**config.mk**
```make
export PLATFORM = sky130hd
export DESIGN_NAME = swap_permutation_enumerator
export DESIGN_NICKNAME = d
export VERILOG_FILES = /design/src/spe_pkg.sv /design/src/spe_ram.sv /design/src/spe_stack.sv /design/src/swap_permutation_enumerator.sv
export SDC_FILE = /design/constraint.sdc
export NUM_CORES = 1
export LEC_CHECK = 0
export BUFFER_PORTS_ARGS = -buffer_cell sky130_fd_sc_hd__buf_2
export CORE_UTILIZATION = 49
export CTS_BUF_LIST = sky130_fd_sc_hd__clkbuf_2
export DETAILED_ROUTE_END_ITERATION = 8
export GPL_TIMING_DRIVEN = 0
export PLACE_DENSITY_LB_ADDON = 0.1
export SLEW_MARGIN = 40
export SYNTH_ARGS = -nofsm -noshare
export SYNTH_HDL_FRONTEND = slang
export SYNTH_HIERARCHICAL = 1
export SYNTH_SLANG_ARGS = --single-unit
```
**constraint.sdc**
```tcl
create_clock -name clk -period 5.9 [get_ports clk]
set_clock_uncertainty 0.15 [all_clocks]
set_input_delay 0.885 -clock clk [delete_from_list [all_inputs] [get_ports clk]]
set_output_delay 0.885 -clock clk [all_outputs]
set_load 0.05 [all_outputs]
```
**src/spe_pkg.sv**
```systemverilog
// ============================================================================
// spe_pkg
// Shared types and constants for the swap permutation enumerator.
// ============================================================================
package spe_pkg;

    localparam int VALUE_W    = 32;
    localparam int POS_W      = 4;
    localparam int LEN_W      = 5;
    localparam int CFG_DATA_W = 5;
    localparam int CFG_IDX_W  = 1;
    localparam int CNT_W      = 5;

    localparam logic              OP_LOAD      = 1'b0;
    localparam logic              OP_NEXT      = 1'b1;
    localparam logic [CFG_IDX_W-1:0] REG_ARRAY_LENGTH  = 1'b0;
    localparam logic [CFG_IDX_W-1:0] REG_START_POSITION = 1'b1;

    typedef struct packed {
        logic                      opcode;
        logic [POS_W-1:0]          position;
        logic signed [VALUE_W-1:0] element_value;
    } req_item_t;

    typedef struct packed {
        logic signed [VALUE_W-1:0] out_value;
        logic [POS_W-1:0]          out_position;
        logic                      last;
        logic                      done_res;
    } rsp_item_t;

    // Control of the index pair stack.
    typedef struct packed {
        logic push;
        logic pop;
        logic clear;
    } stack_ctl_t;

endpackage

```
**src/spe_ram.sv**
```systemverilog
// ============================================================================
// spe_ram
// Generic single write port, single read port RAM with registered read data.
// ============================================================================
module spe_ram #(
    parameter int WIDTH = 32,
    parameter int DEPTH = 16,
    parameter int ADDR_W = (DEPTH > 1) ? $clog2(DEPTH) : 1
) (
    input  logic              clk,
    input  logic              we,
    input  logic [ADDR_W-1:0] waddr,
    input  logic [WIDTH-1:0]  wdata,
    input  logic              re,
    input  logic [ADDR_W-1:0] raddr,
    output logic [WIDTH-1:0]  rdata
);

    logic [WIDTH-1:0] mem [DEPTH];
    logic [WIDTH-1:0] rdata_reg;

    always_ff @(posedge clk)
    begin
        if (we)
        begin
            mem[waddr] <= wdata;
        end
        if (re)
        begin
            rdata_reg <= mem[raddr];
        end
    end

    assign rdata = rdata_reg;

endmodule

```
**src/spe_stack.sv**
```systemverilog
// ============================================================================
// spe_stack
// Bounded stack of (level, swap) index pairs with a pair count.
// ============================================================================
module spe_stack #(
    parameter int DEPTH = 16,
    parameter int W     = 8
) (
    input  logic                clk,
    input  logic                rst_n,
    input  spe_pkg::stack_ctl_t ctl,
    input  logic [W-1:0]        push_data,
    output logic [W-1:0]        top_data,
    output logic                empty,
    output logic                full
);

    localparam int CNT_W = $clog2(DEPTH + 1);
    localparam int PTR_W = (DEPTH > 1) ? $clog2(DEPTH) : 1;

    logic [W-1:0]     entry_reg [DEPTH];
    logic [CNT_W-1:0] count_reg;
    logic [CNT_W-1:0] count_next;
    logic [CNT_W-1:0] count_dec;

    assign empty     = (count_reg == '0);
    assign full      = (count_reg == CNT_W'(DEPTH));
    assign count_dec = count_reg - CNT_W'(1);
    assign top_data  = entry_reg[count_dec[PTR_W-1:0]];

    always_comb
    begin
        count_next = count_reg;
        if (ctl.clear)
        begin
            count_next = '0;
        end
        else if (ctl.push && !full)
        begin
            count_next = count_reg + CNT_W'(1);
        end
        else if (ctl.pop && !empty)
        begin
            count_next = count_dec;
        end
    end

    always_ff @(posedge clk or negedge rst_n)
    begin
        if (!rst_n)
        begin
            count_reg <= '0;
        end
        else
        begin
            count_reg <= count_next;
        end
    end

    always_ff @(posedge clk)
    begin
        if (!ctl.clear && ctl.push && !full)
        begin
            entry_reg[count_reg[PTR_W-1:0]] <= push_data;
        end
    end

endmodule

```
**src/swap_permutation_enumerator.sv**
```systemverilog
// ============================================================================
// swap_permutation_enumerator
// Depth-first swap enumeration of the array tail, one permutation or a done result per next request.
// ============================================================================
// A load leaves the block idle; the block stalls new requests until one is finished.
// A next request undoes swaps through ST_POP and applies swaps through ST_DESC;
// each swap passes ST_SRA, ST_SRB, ST_SWA and ST_SWB (four accesses on the single
// element RAM port pair), and each emitted element passes ST_ERD and ST_ELD. A done
// result passes ST_DONE, after the undone swaps when it ends the run. Result stalls hold ST_ELD and ST_DONE.
// Reset clears the stack, the sequencer and the flags; element data is
// undefined until loaded. array_length resets to 8, start_position to 0.
module swap_permutation_enumerator #(
    parameter int MAX_LEN    = 16,
    parameter int ELEM_WIDTH = 32
) (
    input  logic                             clk,
    input  logic                             rst_n,
    input  logic                             req_valid,
    output logic                             req_stall,
    input  spe_pkg::req_item_t               req_item,
    output logic                             rsp_valid,
    input  logic                             rsp_stall,
    output spe_pkg::rsp_item_t               rsp_item,
    input  logic                             cfg_we,
    input  logic [spe_pkg::CFG_IDX_W-1:0]    cfg_index,
    input  logic [spe_pkg::CFG_DATA_W-1:0]   cfg_data
);

    localparam int IDX_W = (MAX_LEN > 1) ? $clog2(MAX_LEN) : 1;
    localparam int CW    = spe_pkg::CNT_W;

    localparam logic [3:0] ST_IDLE = 4'd0;
    localparam logic [3:0] ST_POP  = 4'd1;
    localparam logic [3:0] ST_SRA  = 4'd2;
    localparam logic [3:0] ST_SRB  = 4'd3;
    localparam logic [3:0] ST_SWA  = 4'd4;
    localparam logic [3:0] ST_SWB  = 4'd5;
    localparam logic [3:0] ST_DESC = 4'd6;
    localparam logic [3:0] ST_ERD  = 4'd7;
    localparam logic [3:0] ST_ELD  = 4'd8;
    localparam logic [3:0] ST_DONE = 4'd9;

    logic [3:0]                   state_reg, state_next;
    logic [spe_pkg::LEN_W-1:0]    length_reg, length_next;
    logic [spe_pkg::POS_W-1:0]    start_reg, start_next;
    logic                         started_reg, started_next;
    logic                         finished_reg, finished_next;
    logic [CW-1:0]                level_reg, level_next;
    logic [CW-1:0]                swap_reg, swap_next;
    logic [CW-1:0]                a_reg, a_next;
    logic [CW-1:0]                b_reg, b_next;
    logic [CW-1:0]                k_reg, k_next;
    logic                         ret_pop_reg, ret_pop_next;
    logic [ELEM_WIDTH-1:0]        tmp_reg, tmp_next;
    logic                         rsp_valid_reg, rsp_valid_next;
    spe_pkg::rsp_item_t           rsp_item_reg, rsp_item_next;

    logic [CW-1:0]                n_len;
    logic [CW-1:0]                level_inc;
    logic [CW-1:0]                b_inc;
    logic                         rsp_free;
    logic                         req_fire;
    logic signed [31:0]           elem_ext;

    logic                         ram_we;
    logic [IDX_W-1:0]             ram_waddr;
    logic [ELEM_WIDTH-1:0]        ram_wdata;
    logic                         ram_re;
    logic [IDX_W-1:0]             ram_raddr;
    logic [ELEM_WIDTH-1:0]        ram_rdata;

    spe_pkg::stack_ctl_t          stk_ctl;
    logic [2*IDX_W-1:0]           stk_push_data;
    logic [2*IDX_W-1:0]           stk_top;
    logic                         stk_empty;
    logic                         stk_full;

    spe_ram #(
        .WIDTH (ELEM_WIDTH),
        .DEPTH (MAX_LEN)
    ) u_elem_ram (
        .clk   (clk),
        .we    (ram_we),
        .waddr (ram_waddr),
        .wdata (ram_wdata),
        .re    (ram_re),
        .raddr (ram_raddr),
        .rdata (ram_rdata)
    );

    spe_stack #(
        .DEPTH (MAX_LEN),
        .W     (2 * IDX_W)
    ) u_stack (
        .clk       (clk),
        .rst_n     (rst_n),
        .ctl       (stk_ctl),
        .push_data (stk_push_data),
        .top_data  (stk_top),
        .empty     (stk_empty),
        .full      (stk_full)
    );

    // Zero length acts as one; anything above the capacity acts as the capacity.
    always_comb
    begin
        if (length_reg == '0)
        begin
            n_len = CW'(1);
        end
        else if (32'(length_reg) > MAX_LEN)
        begin
            n_len = CW'(MAX_LEN);
        end
        else
        begin
            n_len = CW'(length_reg);
        end
    end

    assign level_inc = level_reg + CW'(1);
    assign b_inc     = b_reg + CW'(1);
    assign rsp_free  = !rsp_valid_reg || !rsp_stall;
    assign req_stall = (state_reg != ST_IDLE);
    assign req_fire  = req_valid && !req_stall;
    assign elem_ext  = 32'(signed'(ram_rdata));
    assign stk_push_data = {level_reg[IDX_W-1:0], swap_reg[IDX_W-1:0]};

    always_comb
    begin
        state_next     = state_reg;
        length_next    = length_reg;
        start_next     = start_reg;
        started_next   = started_reg;
        finished_next  = finished_reg;
        level_next     = level_reg;
        swap_next      = swap_reg;
        a_next         = a_reg;
        b_next         = b_reg;
        k_next         = k_reg;
        ret_pop_next   = ret_pop_reg;
        tmp_next       = tmp_reg;
        rsp_valid_next = rsp_valid_reg;
        rsp_item_next  = rsp_item_reg;
        ram_we         = 1'b0;
        ram_waddr      = a_reg[IDX_W-1:0];
        ram_wdata      = ram_rdata;
        ram_re         = 1'b0;
        ram_raddr      = a_reg[IDX_W-1:0];
        stk_ctl        = '0;

        if (rsp_valid_reg && !rsp_stall)
        begin
            rsp_valid_next = 1'b0;
        end

        case (state_reg)
            ST_IDLE:
            begin
                if (req_fire)
                begin
                    if (req_item.opcode == spe_pkg::OP_LOAD)
                    begin
                        ram_we        = (32'(req_item.position) < MAX_LEN);
                        ram_waddr     = IDX_W'(req_item.position);
                        ram_wdata     = ELEM_WIDTH'({32'b0, req_item.element_value});
                        stk_ctl.clear = 1'b1;
                        started_next  = 1'b0;
                        finished_next = 1'b0;
                    end
                    else if (finished_reg)
                    begin
                        state_next = ST_DONE;
                    end
                    else if (!started_reg)
                    begin
                        started_next = 1'b1;
                        level_next   = CW'(start_reg);
                        swap_next    = CW'(start_reg);
                        state_next   = ST_DESC;
                    end
                    else
                    begin
                        state_next = ST_POP;
                    end
                end
            end
            ST_POP:
            begin
                if (stk_empty)
                begin
                    stk_ctl.clear = 1'b1;
                    finished_next = 1'b1;
                    state_next    = ST_DONE;
                end
                else
                begin
                    stk_ctl.pop  = 1'b1;
                    a_next       = CW'(stk_top[2*IDX_W-1:IDX_W]);
                    b_next       = CW'(stk_top[IDX_W-1:0]);
                    ret_pop_next = 1'b1;
                    state_next   = ST_SRA;
                end
            end
            ST_SRA:
            begin
                ram_re     = 1'b1;
                ram_raddr  = a_reg[IDX_W-1:0];
                state_next = ST_SRB;
            end
            ST_SRB:
            begin
                tmp_next   = ram_rdata;
                ram_re     = 1'b1;
                ram_raddr  = b_reg[IDX_W-1:0];
                state_next = ST_SWA;
            end
            ST_SWA:
            begin
                ram_we     = 1'b1;
                ram_waddr  = a_reg[IDX_W-1:0];
                ram_wdata  = ram_rdata;
                state_next = ST_SWB;
            end
            ST_SWB:
            begin
                ram_we    = 1'b1;
                ram_waddr = b_reg[IDX_W-1:0];
                ram_wdata = tmp_reg;
                if (ret_pop_reg)
                begin
                    // An undone level with no swap partner left unwinds further.
                    if (b_inc >= n_len)
                    begin
                        state_next = ST_POP;
                    end
                    else
                    begin
                        level_next = a_reg;
                        swap_next  = b_inc;
                        state_next = ST_DESC;
                    end
                end
                else
                begin
                    level_next = level_inc;
                    swap_next  = level_inc;
                    state_next = ST_DESC;
                end
            end
            ST_DESC:
            begin
                if (level_inc < n_len)
                begin
                    stk_ctl.push = 1'b1;
                    a_next       = level_reg;
                    b_next       = swap_reg;
                    ret_pop_next = 1'b0;
                    state_next   = ST_SRA;
                end
                else
                begin
                    k_next     = '0;
                    state_next = ST_ERD;
                end
            end
            ST_ERD:
            begin
                ram_re     = 1'b1;
                ram_raddr  = k_reg[IDX_W-1:0];
                state_next = ST_ELD;
            end
            ST_ELD:
            begin
                if (rsp_free)
                begin
                    rsp_valid_next             = 1'b1;
                    rsp_item_next.out_value    = elem_ext;
                    rsp_item_next.out_position = spe_pkg::POS_W'(k_reg);
                    rsp_item_next.last         = (k_reg + CW'(1) == n_len);
                    rsp_item_next.done_res     = 1'b0;
                    k_next                     = k_reg + CW'(1);
                    state_next = (k_reg + CW'(1) == n_len) ? ST_IDLE : ST_ERD;
                end
            end
            ST_DONE:
            begin
                if (rsp_free)
                begin
                    rsp_valid_next             = 1'b1;
                    rsp_item_next.out_value    = '0;
                    rsp_item_next.out_position = '0;
                    rsp_item_next.last         = 1'b1;
                    rsp_item_next.done_res     = 1'b1;
                    state_next                 = ST_IDLE;
                end
            end
            default:
            begin
                state_next = ST_IDLE;
            end
        endcase

        // Register writes must come only while idle (unenforced) and restart the enumeration.
        if (cfg_we)
        begin
            if (cfg_index == spe_pkg::REG_ARRAY_LENGTH)
            begin
                length_next = cfg_data[spe_pkg::LEN_W-1:0];
            end
            else
            begin
                start_next = cfg_data[spe_pkg::POS_W-1:0];
            end
            stk_ctl.clear = 1'b1;
            started_next  = 1'b0;
            finished_next = 1'b0;
        end
    end

    always_ff @(posedge clk or negedge rst_n)
    begin
        if (!rst_n)
        begin
            state_reg     <= ST_IDLE;
            length_reg    <= spe_pkg::LEN_W'(8);
            start_reg     <= '0;
            started_reg   <= 1'b0;
            finished_reg  <= 1'b0;
            level_reg     <= '0;
            swap_reg      <= '0;
            rsp_valid_reg <= 1'b0;
        end
        else
        begin
            state_reg     <= state_next;
            length_reg    <= length_next;
            start_reg     <= start_next;
            started_reg   <= started_next;
            finished_reg  <= finished_next;
            level_reg     <= level_next;
            swap_reg      <= swap_next;
            rsp_valid_reg <= rsp_valid_next;
        end
    end

    always_ff @(posedge clk)
    begin
        a_reg        <= a_next;
        b_reg        <= b_next;
        k_reg        <= k_next;
        ret_pop_reg  <= ret_pop_next;
        tmp_reg      <= tmp_next;
        rsp_item_reg <= rsp_item_next;
    end

    assign rsp_valid = rsp_valid_reg;
    assign rsp_item  = rsp_item_reg;

    // Before the first request of a run and after the run ends, no pair is held.
    a_stack_empty_unstarted: assert property (@(posedge clk) disable iff (!rst_n)
        !started_reg |-> stk_empty)
        else $error("stack holds pairs before the run started");

    a_stack_empty_finished: assert property (@(posedge clk) disable iff (!rst_n)
        finished_reg |-> stk_empty)
        else $error("stack holds pairs after the run finished");

    a_no_push_when_full: assert property (@(posedge clk) disable iff (!rst_n)
        stk_ctl.push |-> !stk_full)
        else $error("push into a full index stack");

    a_done_is_last: assert property (@(posedge clk) disable iff (!rst_n)
        (rsp_valid && rsp_item.done_res) |-> rsp_item.last)
        else $error("done result without last flag");

endmodule

```
# After elaboration in Yosys (flattened, before gate mapping)
# Memory sizes are Yosys's and may differ from the RTL's. A register that Yosys moved wholly into a read port is not among the register bits.
# Cells that the tools add are included.
[word_totals]
inputBits = 48
mem_bits_rw = 640
elab_cells = 168
output_inout_bits = 40
n_memories = 2
register_bits = 117
[memory_table]
columns = ["memory", "words", "width", "rd", "rd_ports_with_merged_regs", "write_ports", "line_no", "rtl"]
rows = [
  ["u_elem_ram.mem", 16, 32, 1, 1, 1, "spe_ram.sv:19", "logic [WIDTH-1:0] mem [DEPTH];"],
  ["u_stack.entry_reg", 16, 8, 1, 0, 1, "spe_stack.sv:21", "logic [W-1:0] entry_reg [DEPTH];"],
]
[classes]
bitwise_logic = 1
n_lt_le_gt_ge = 3
eq_ne = 25
n_mux = 77
n_addsub = 5
n_reduce_logical = 37
[op_table]
columns = ["op", "count"]
rows = [
  ["$mux W5", 19],
  ["$mux W38", 2],
  ["$pmux W38 S2", 1],
  ["$mux W32", 2],
  ["$pmux W32 S2", 1],
  ["$pmux W5 S2", 5],
  ["$pmux W4 S10", 1],
  ["$mux W4", 9],
  ["$mux W1", 27],
  ["$add A5 B1 Y5 const B", 4],
  ["$ne A2 B2 Y1 const B", 9],
  ["$eq A4 B3 Y1 const B", 4],
  ["$pmux W4 S2", 2],
  ["$mux W3", 4],
  ["$ne A3 B3 Y1 const B", 4],
  ["$reduce_and A3 Y1", 4],
  ["$reduce_bool A2 Y1", 6],
  ["$logic_not A5 Y1", 2],
  ["$eq A4 B2 Y1 const B", 2],
  ["$eq A4 B4 Y1 const B", 2],
  ["$pmux W1 S2", 4],
  ["$reduce_and A4 Y1", 2],
  ["$logic_and A1 B1 Y1", 6],
  ["$logic_not A1 Y1", 6],
  ["other kinds (17)", 20],
]

# Logic depth before layout (Yosys ltp)
[logic_depth]
ltp_word = 11
ltp_mapped = 11

# Hierarchy
# Netlist, hierarchy kept.
[by_module_without_submodules]
columns = ["module", "cells_per_inst", "instances", "area_per_inst_um2", "seq_area_each_um2"]
rows = [
  ["spe_ram", 838, 1, 20155.6, 16335.7],
  ["swap_permutation_enumerator", 506, 1, 5642.9, 3234.4],
  ["spe_stack", 346, 1, 5516.5, 3968.8],
]

# Worst setup path before layout
# Ideal clock, no wire load.
[synth_timing]
kind = "reg2reg"
startpoint = "register state_reg[0]"
endpoint = "memory u_elem_ram.mem[0][0] (enable)"
arrival_ps = 4199
slack_ps = 1090
required_time_ps = 5289
path_buffers = 2
path_stages_with_launch = 11
synth_period_minus_slack_ps = 4810
path_cell_list = "dfrtp_1 buf_6 nor4_4 nand2_2 nor2_4 nor2_2 buf_2 nand2_1 nand2_1 or3b_2 nor3_1"
[synth_rtl]
columns = ["item", "line_no", "rtl"]
rows = [
  ["start, declared", "swap_permutation_enumerator.sv:43", "logic [3:0] state_reg, state_next;"],
  ["start signal, assigned", "swap_permutation_enumerator.sv:336", "state_reg <= state_next;"],
  ["$reduce_bool A4 Y1", "swap_permutation_enumerator.sv:124", "assign req_stall = (state_reg != ST_IDLE);"],
  ["$logic_not A1 Y1", "swap_permutation_enumerator.sv:125", "assign req_fire = req_valid && !req_stall;"],
  ["$logic_and A1 B1 Y1", "swap_permutation_enumerator.sv:125", ""],
  ["$mux W4", "swap_permutation_enumerator.sv:160", "if (req_fire)"],
  ["$pmux W4 S2 *", "swap_permutation_enumerator.sv:157", "case (state_reg)"],
  ["named net ram_waddr[2]", "swap_permutation_enumerator.sv:66", "logic [IDX_W-1:0] ram_waddr;"],
  ["end, declared", "spe_ram.sv:19", ""],
]
# Mark *: on every way through the listed nets, which the timed path passes. The rest lies on a longest branch.

==> impl_metrics.env <==
export IMPL_status="finished, final reports clean"
export IMPL_fillers=5034
export IMPL_drt_initial_drc_count=1535
export IMPL_syn_area_per_cell_um2=18.5
export IMPL_hold_viol=0
export IMPL_netlist_area_um2=31300
export IMPL_syn_nets=1754
export IMPL_initial_core_util=0.496
export IMPL_antenna_found_initial=2
export IMPL_cts_num_sinks=789
export IMPL_die_w_um=255
export IMPL_hp_class="in -> reg"
export IMPL_max_vdd_ir_drop_mv=0.336
export IMPL_nets=2151
export IMPL_worst_endpoint_required_ns=6.70
export IMPL_critPathCaptureType="flip-flop"
export IMPL_post_route_period_util=0.865
export IMPL_maxCapViolCount=0
export IMPL_routed_wirelength_um=79800
export IMPL_p_leak_nw=12.7
export IMPL_seq_area_um2=23500
export IMPL_cp_arrival_ns=5.90
export IMPL_crit_top_cell="ha_1"
export IMPL_first_global_vias=17900
export IMPL_max_stage_delay_ns=0.88
export IMPL_startpoint_type="flip-flop"
export IMPL_area_delta_synth_final_pct=16.3
export IMPL_multi_input_area_um2=7480
export IMPL_num_vias=17700
export IMPL_power_total_mw=19.3
export IMPL_yosys_warnings=6
export IMPL_pin_count=88
export IMPL_largest_reg_flops=512
export IMPL_drive_gt1_frac=0.322
export IMPL_path_max_fanout=20
export IMPL_cts_tree="built"
export IMPL_postPlaceCellArea_um2=34200
export IMPL_design_area_um2=36400
export IMPL_worst_setup_path_type="reg -> reg"
export IMPL_cts_root_buf="clkbuf_2"
export IMPL_dieArea_um2=64900
export IMPL_gp_congestion=0.889
export IMPL_num_rows=92
export IMPL_grt_pass1_wl_um=116000
export IMPL_worstMarginPinSlew_ns=0.890
export IMPL_fin_tns_setup_ns=0
export IMPL_rsz0062_at_grt="false"
export IMPL_clk_pin_slew_ns=0.11
export IMPL_period_needed_ns=5.10
export IMPL_drv_slew=0
export IMPL_dp_hpwl_um=52300
export IMPL_grt_max_degree=31
export IMPL_cts_buffer_depth=3
export IMPL_io_buffers=87
export IMPL_first_pass_iters=7
export IMPL_track_usage=0.254
export IMPL_slew_headroom=0.407
export IMPL_cp_slowest_cell="dfrtp_1"
export IMPL_core_area_um2=63100
export IMPL_clock_latency_ns=1.35
export IMPL_timing_fmax_mhz=196
export IMPL_post_route_util=0.577
export IMPL_wl_per_cell_um=25.9
export IMPL_setup_viol=0
export IMPL_fp_dieH_um=255
export IMPL_synthCells=1689
export IMPL_drcViolationCount=0
export IMPL_p_per_area_nw_per_um2=530
export IMPL_vias_per_cell=5.72
export IMPL_cts_htree_levels=4
export IMPL_post_cts_buffers=0
export IMPL_ant_nets=0
export IMPL_numCtsBuffers=194
export IMPL_worstPathCellList="ha_1 -> nand3_1 -> xnor2_1 -> ha_1 -> a21oi_1 -> o31a_1 -> nor2b_1 -> inv_1 -> nor3b_1 -> nand2_1 -> nor2_1"
export IMPL_overflow=0
cell type report:
cell class,count,share of cell area
Antenna cell,5,0.000344
Buffer,86,0.0122
Clock buffer,278,0.0382
Clock inverter,69,0.0103
Inverter,13,0.00134
Multi-Input combinational cell,801,0.205
Sequential cell,789,0.647
Tap cell,846,0.0291
Timing Repair Buffer,201,0.0566
layout by cell type, fill, tap and decap left out, types with 4 or more instances in the layout:
cell type,instances
a21oi_1,18
a221oi_1,9
a22oi_1,102
a31oi_1,10
a32o_1,8
and3_1,4
buf_1,7
buf_16,28
buf_2,120
buf_4,36
buf_6,4
buf_8,14
bufinv_16,4
clkbuf_1,28
clkbuf_2,285
clkinv_1,54
clkinv_2,5
dfrtp_1,29
diode_2,5
dlygate4sd3_1,42
edfxtp_1,758
ha_1,17
inv_1,13
inv_2,5
mux2_2,21
mux2i_1,23
mux4_2,144
nand2_1,197
nand2b_1,8
nand3_1,33
nand3b_1,5
nor2_1,41
nor2_2,6
nor2_4,15
nor2b_1,40
nor3_1,8
nor3_2,9
o21ai_0,13
xnor2_1,10
layer usage:
metal	GRT usage	vias to the layer above	wire, um
met5	0	-	0
met4	0.0907	0	1920
met3	0.0686	131	6410
met2	0.385	714	37200
met1	0.354	9121	34300
li1	-	7712	-
metrics by stage:
stage	setup WS, ns	hold slack [ns]	cells
floorplan	1.09	0.291	1689
global placement	-3.01	0.305	2622
detailed placement	0.830	0.306	2693
CTS	0.868	0.00105	3083
global route	0.480	0.0679	3086
finish	0.799	0.117	3088
power breakdown:
part / total, mW / switching [mW] / internal, mW
Clock: 3.59 / 2.14 / 1.44
Sequential: 8.49 / 0.480 / 8.01
Combinational: 7.23 / 4.53 / 2.69
what timing repair did:
action | CTS | global route
hold buffers | 43 | 0
hold endpoints to repair | 319 | 0
resized for setup | 0 | 0
critical path, delay by kind of cell (launching register included):
family / cells / cell delay (ns)
compound gates: 2 / 0.42
xor+xnor: 1 / 0.28
fa+ha+maj: 2 / 0.61
buf+inv: 1 / 0.14
flops: 1 / 0.88
simple gates: 5 / 2.25
final timing paths:
path                                                startpoint                                 end  slack (ns)  cells after the start
max in group asynchronous                                rst_n            level_reg[0]$_DFFE_PN0P_        4.91                      4
worst min-delay path                               req_item[4]      u_elem_ram/mem[2][4]$_DFFE_PP_        0.12                      3
min in group asynchronous                                rst_n           length_reg[3]$_DFFE_PN1P_        0.44                      3
worst max-delay path                  level_reg[1]$_DFFE_PN0P_  u_stack/entry_reg[10][6]$_DFFE_PP_        0.80                     11
worst min register to register  u_elem_ram/rdata[24]$_DFFE_PP_               tmp_reg[24]$_DFFE_PN_        0.31                      0
worst max register to register        level_reg[1]$_DFFE_PN0P_  u_stack/entry_reg[10][6]$_DFFE_PP_        0.80                     11
Power figures use the tool's default switching activity.
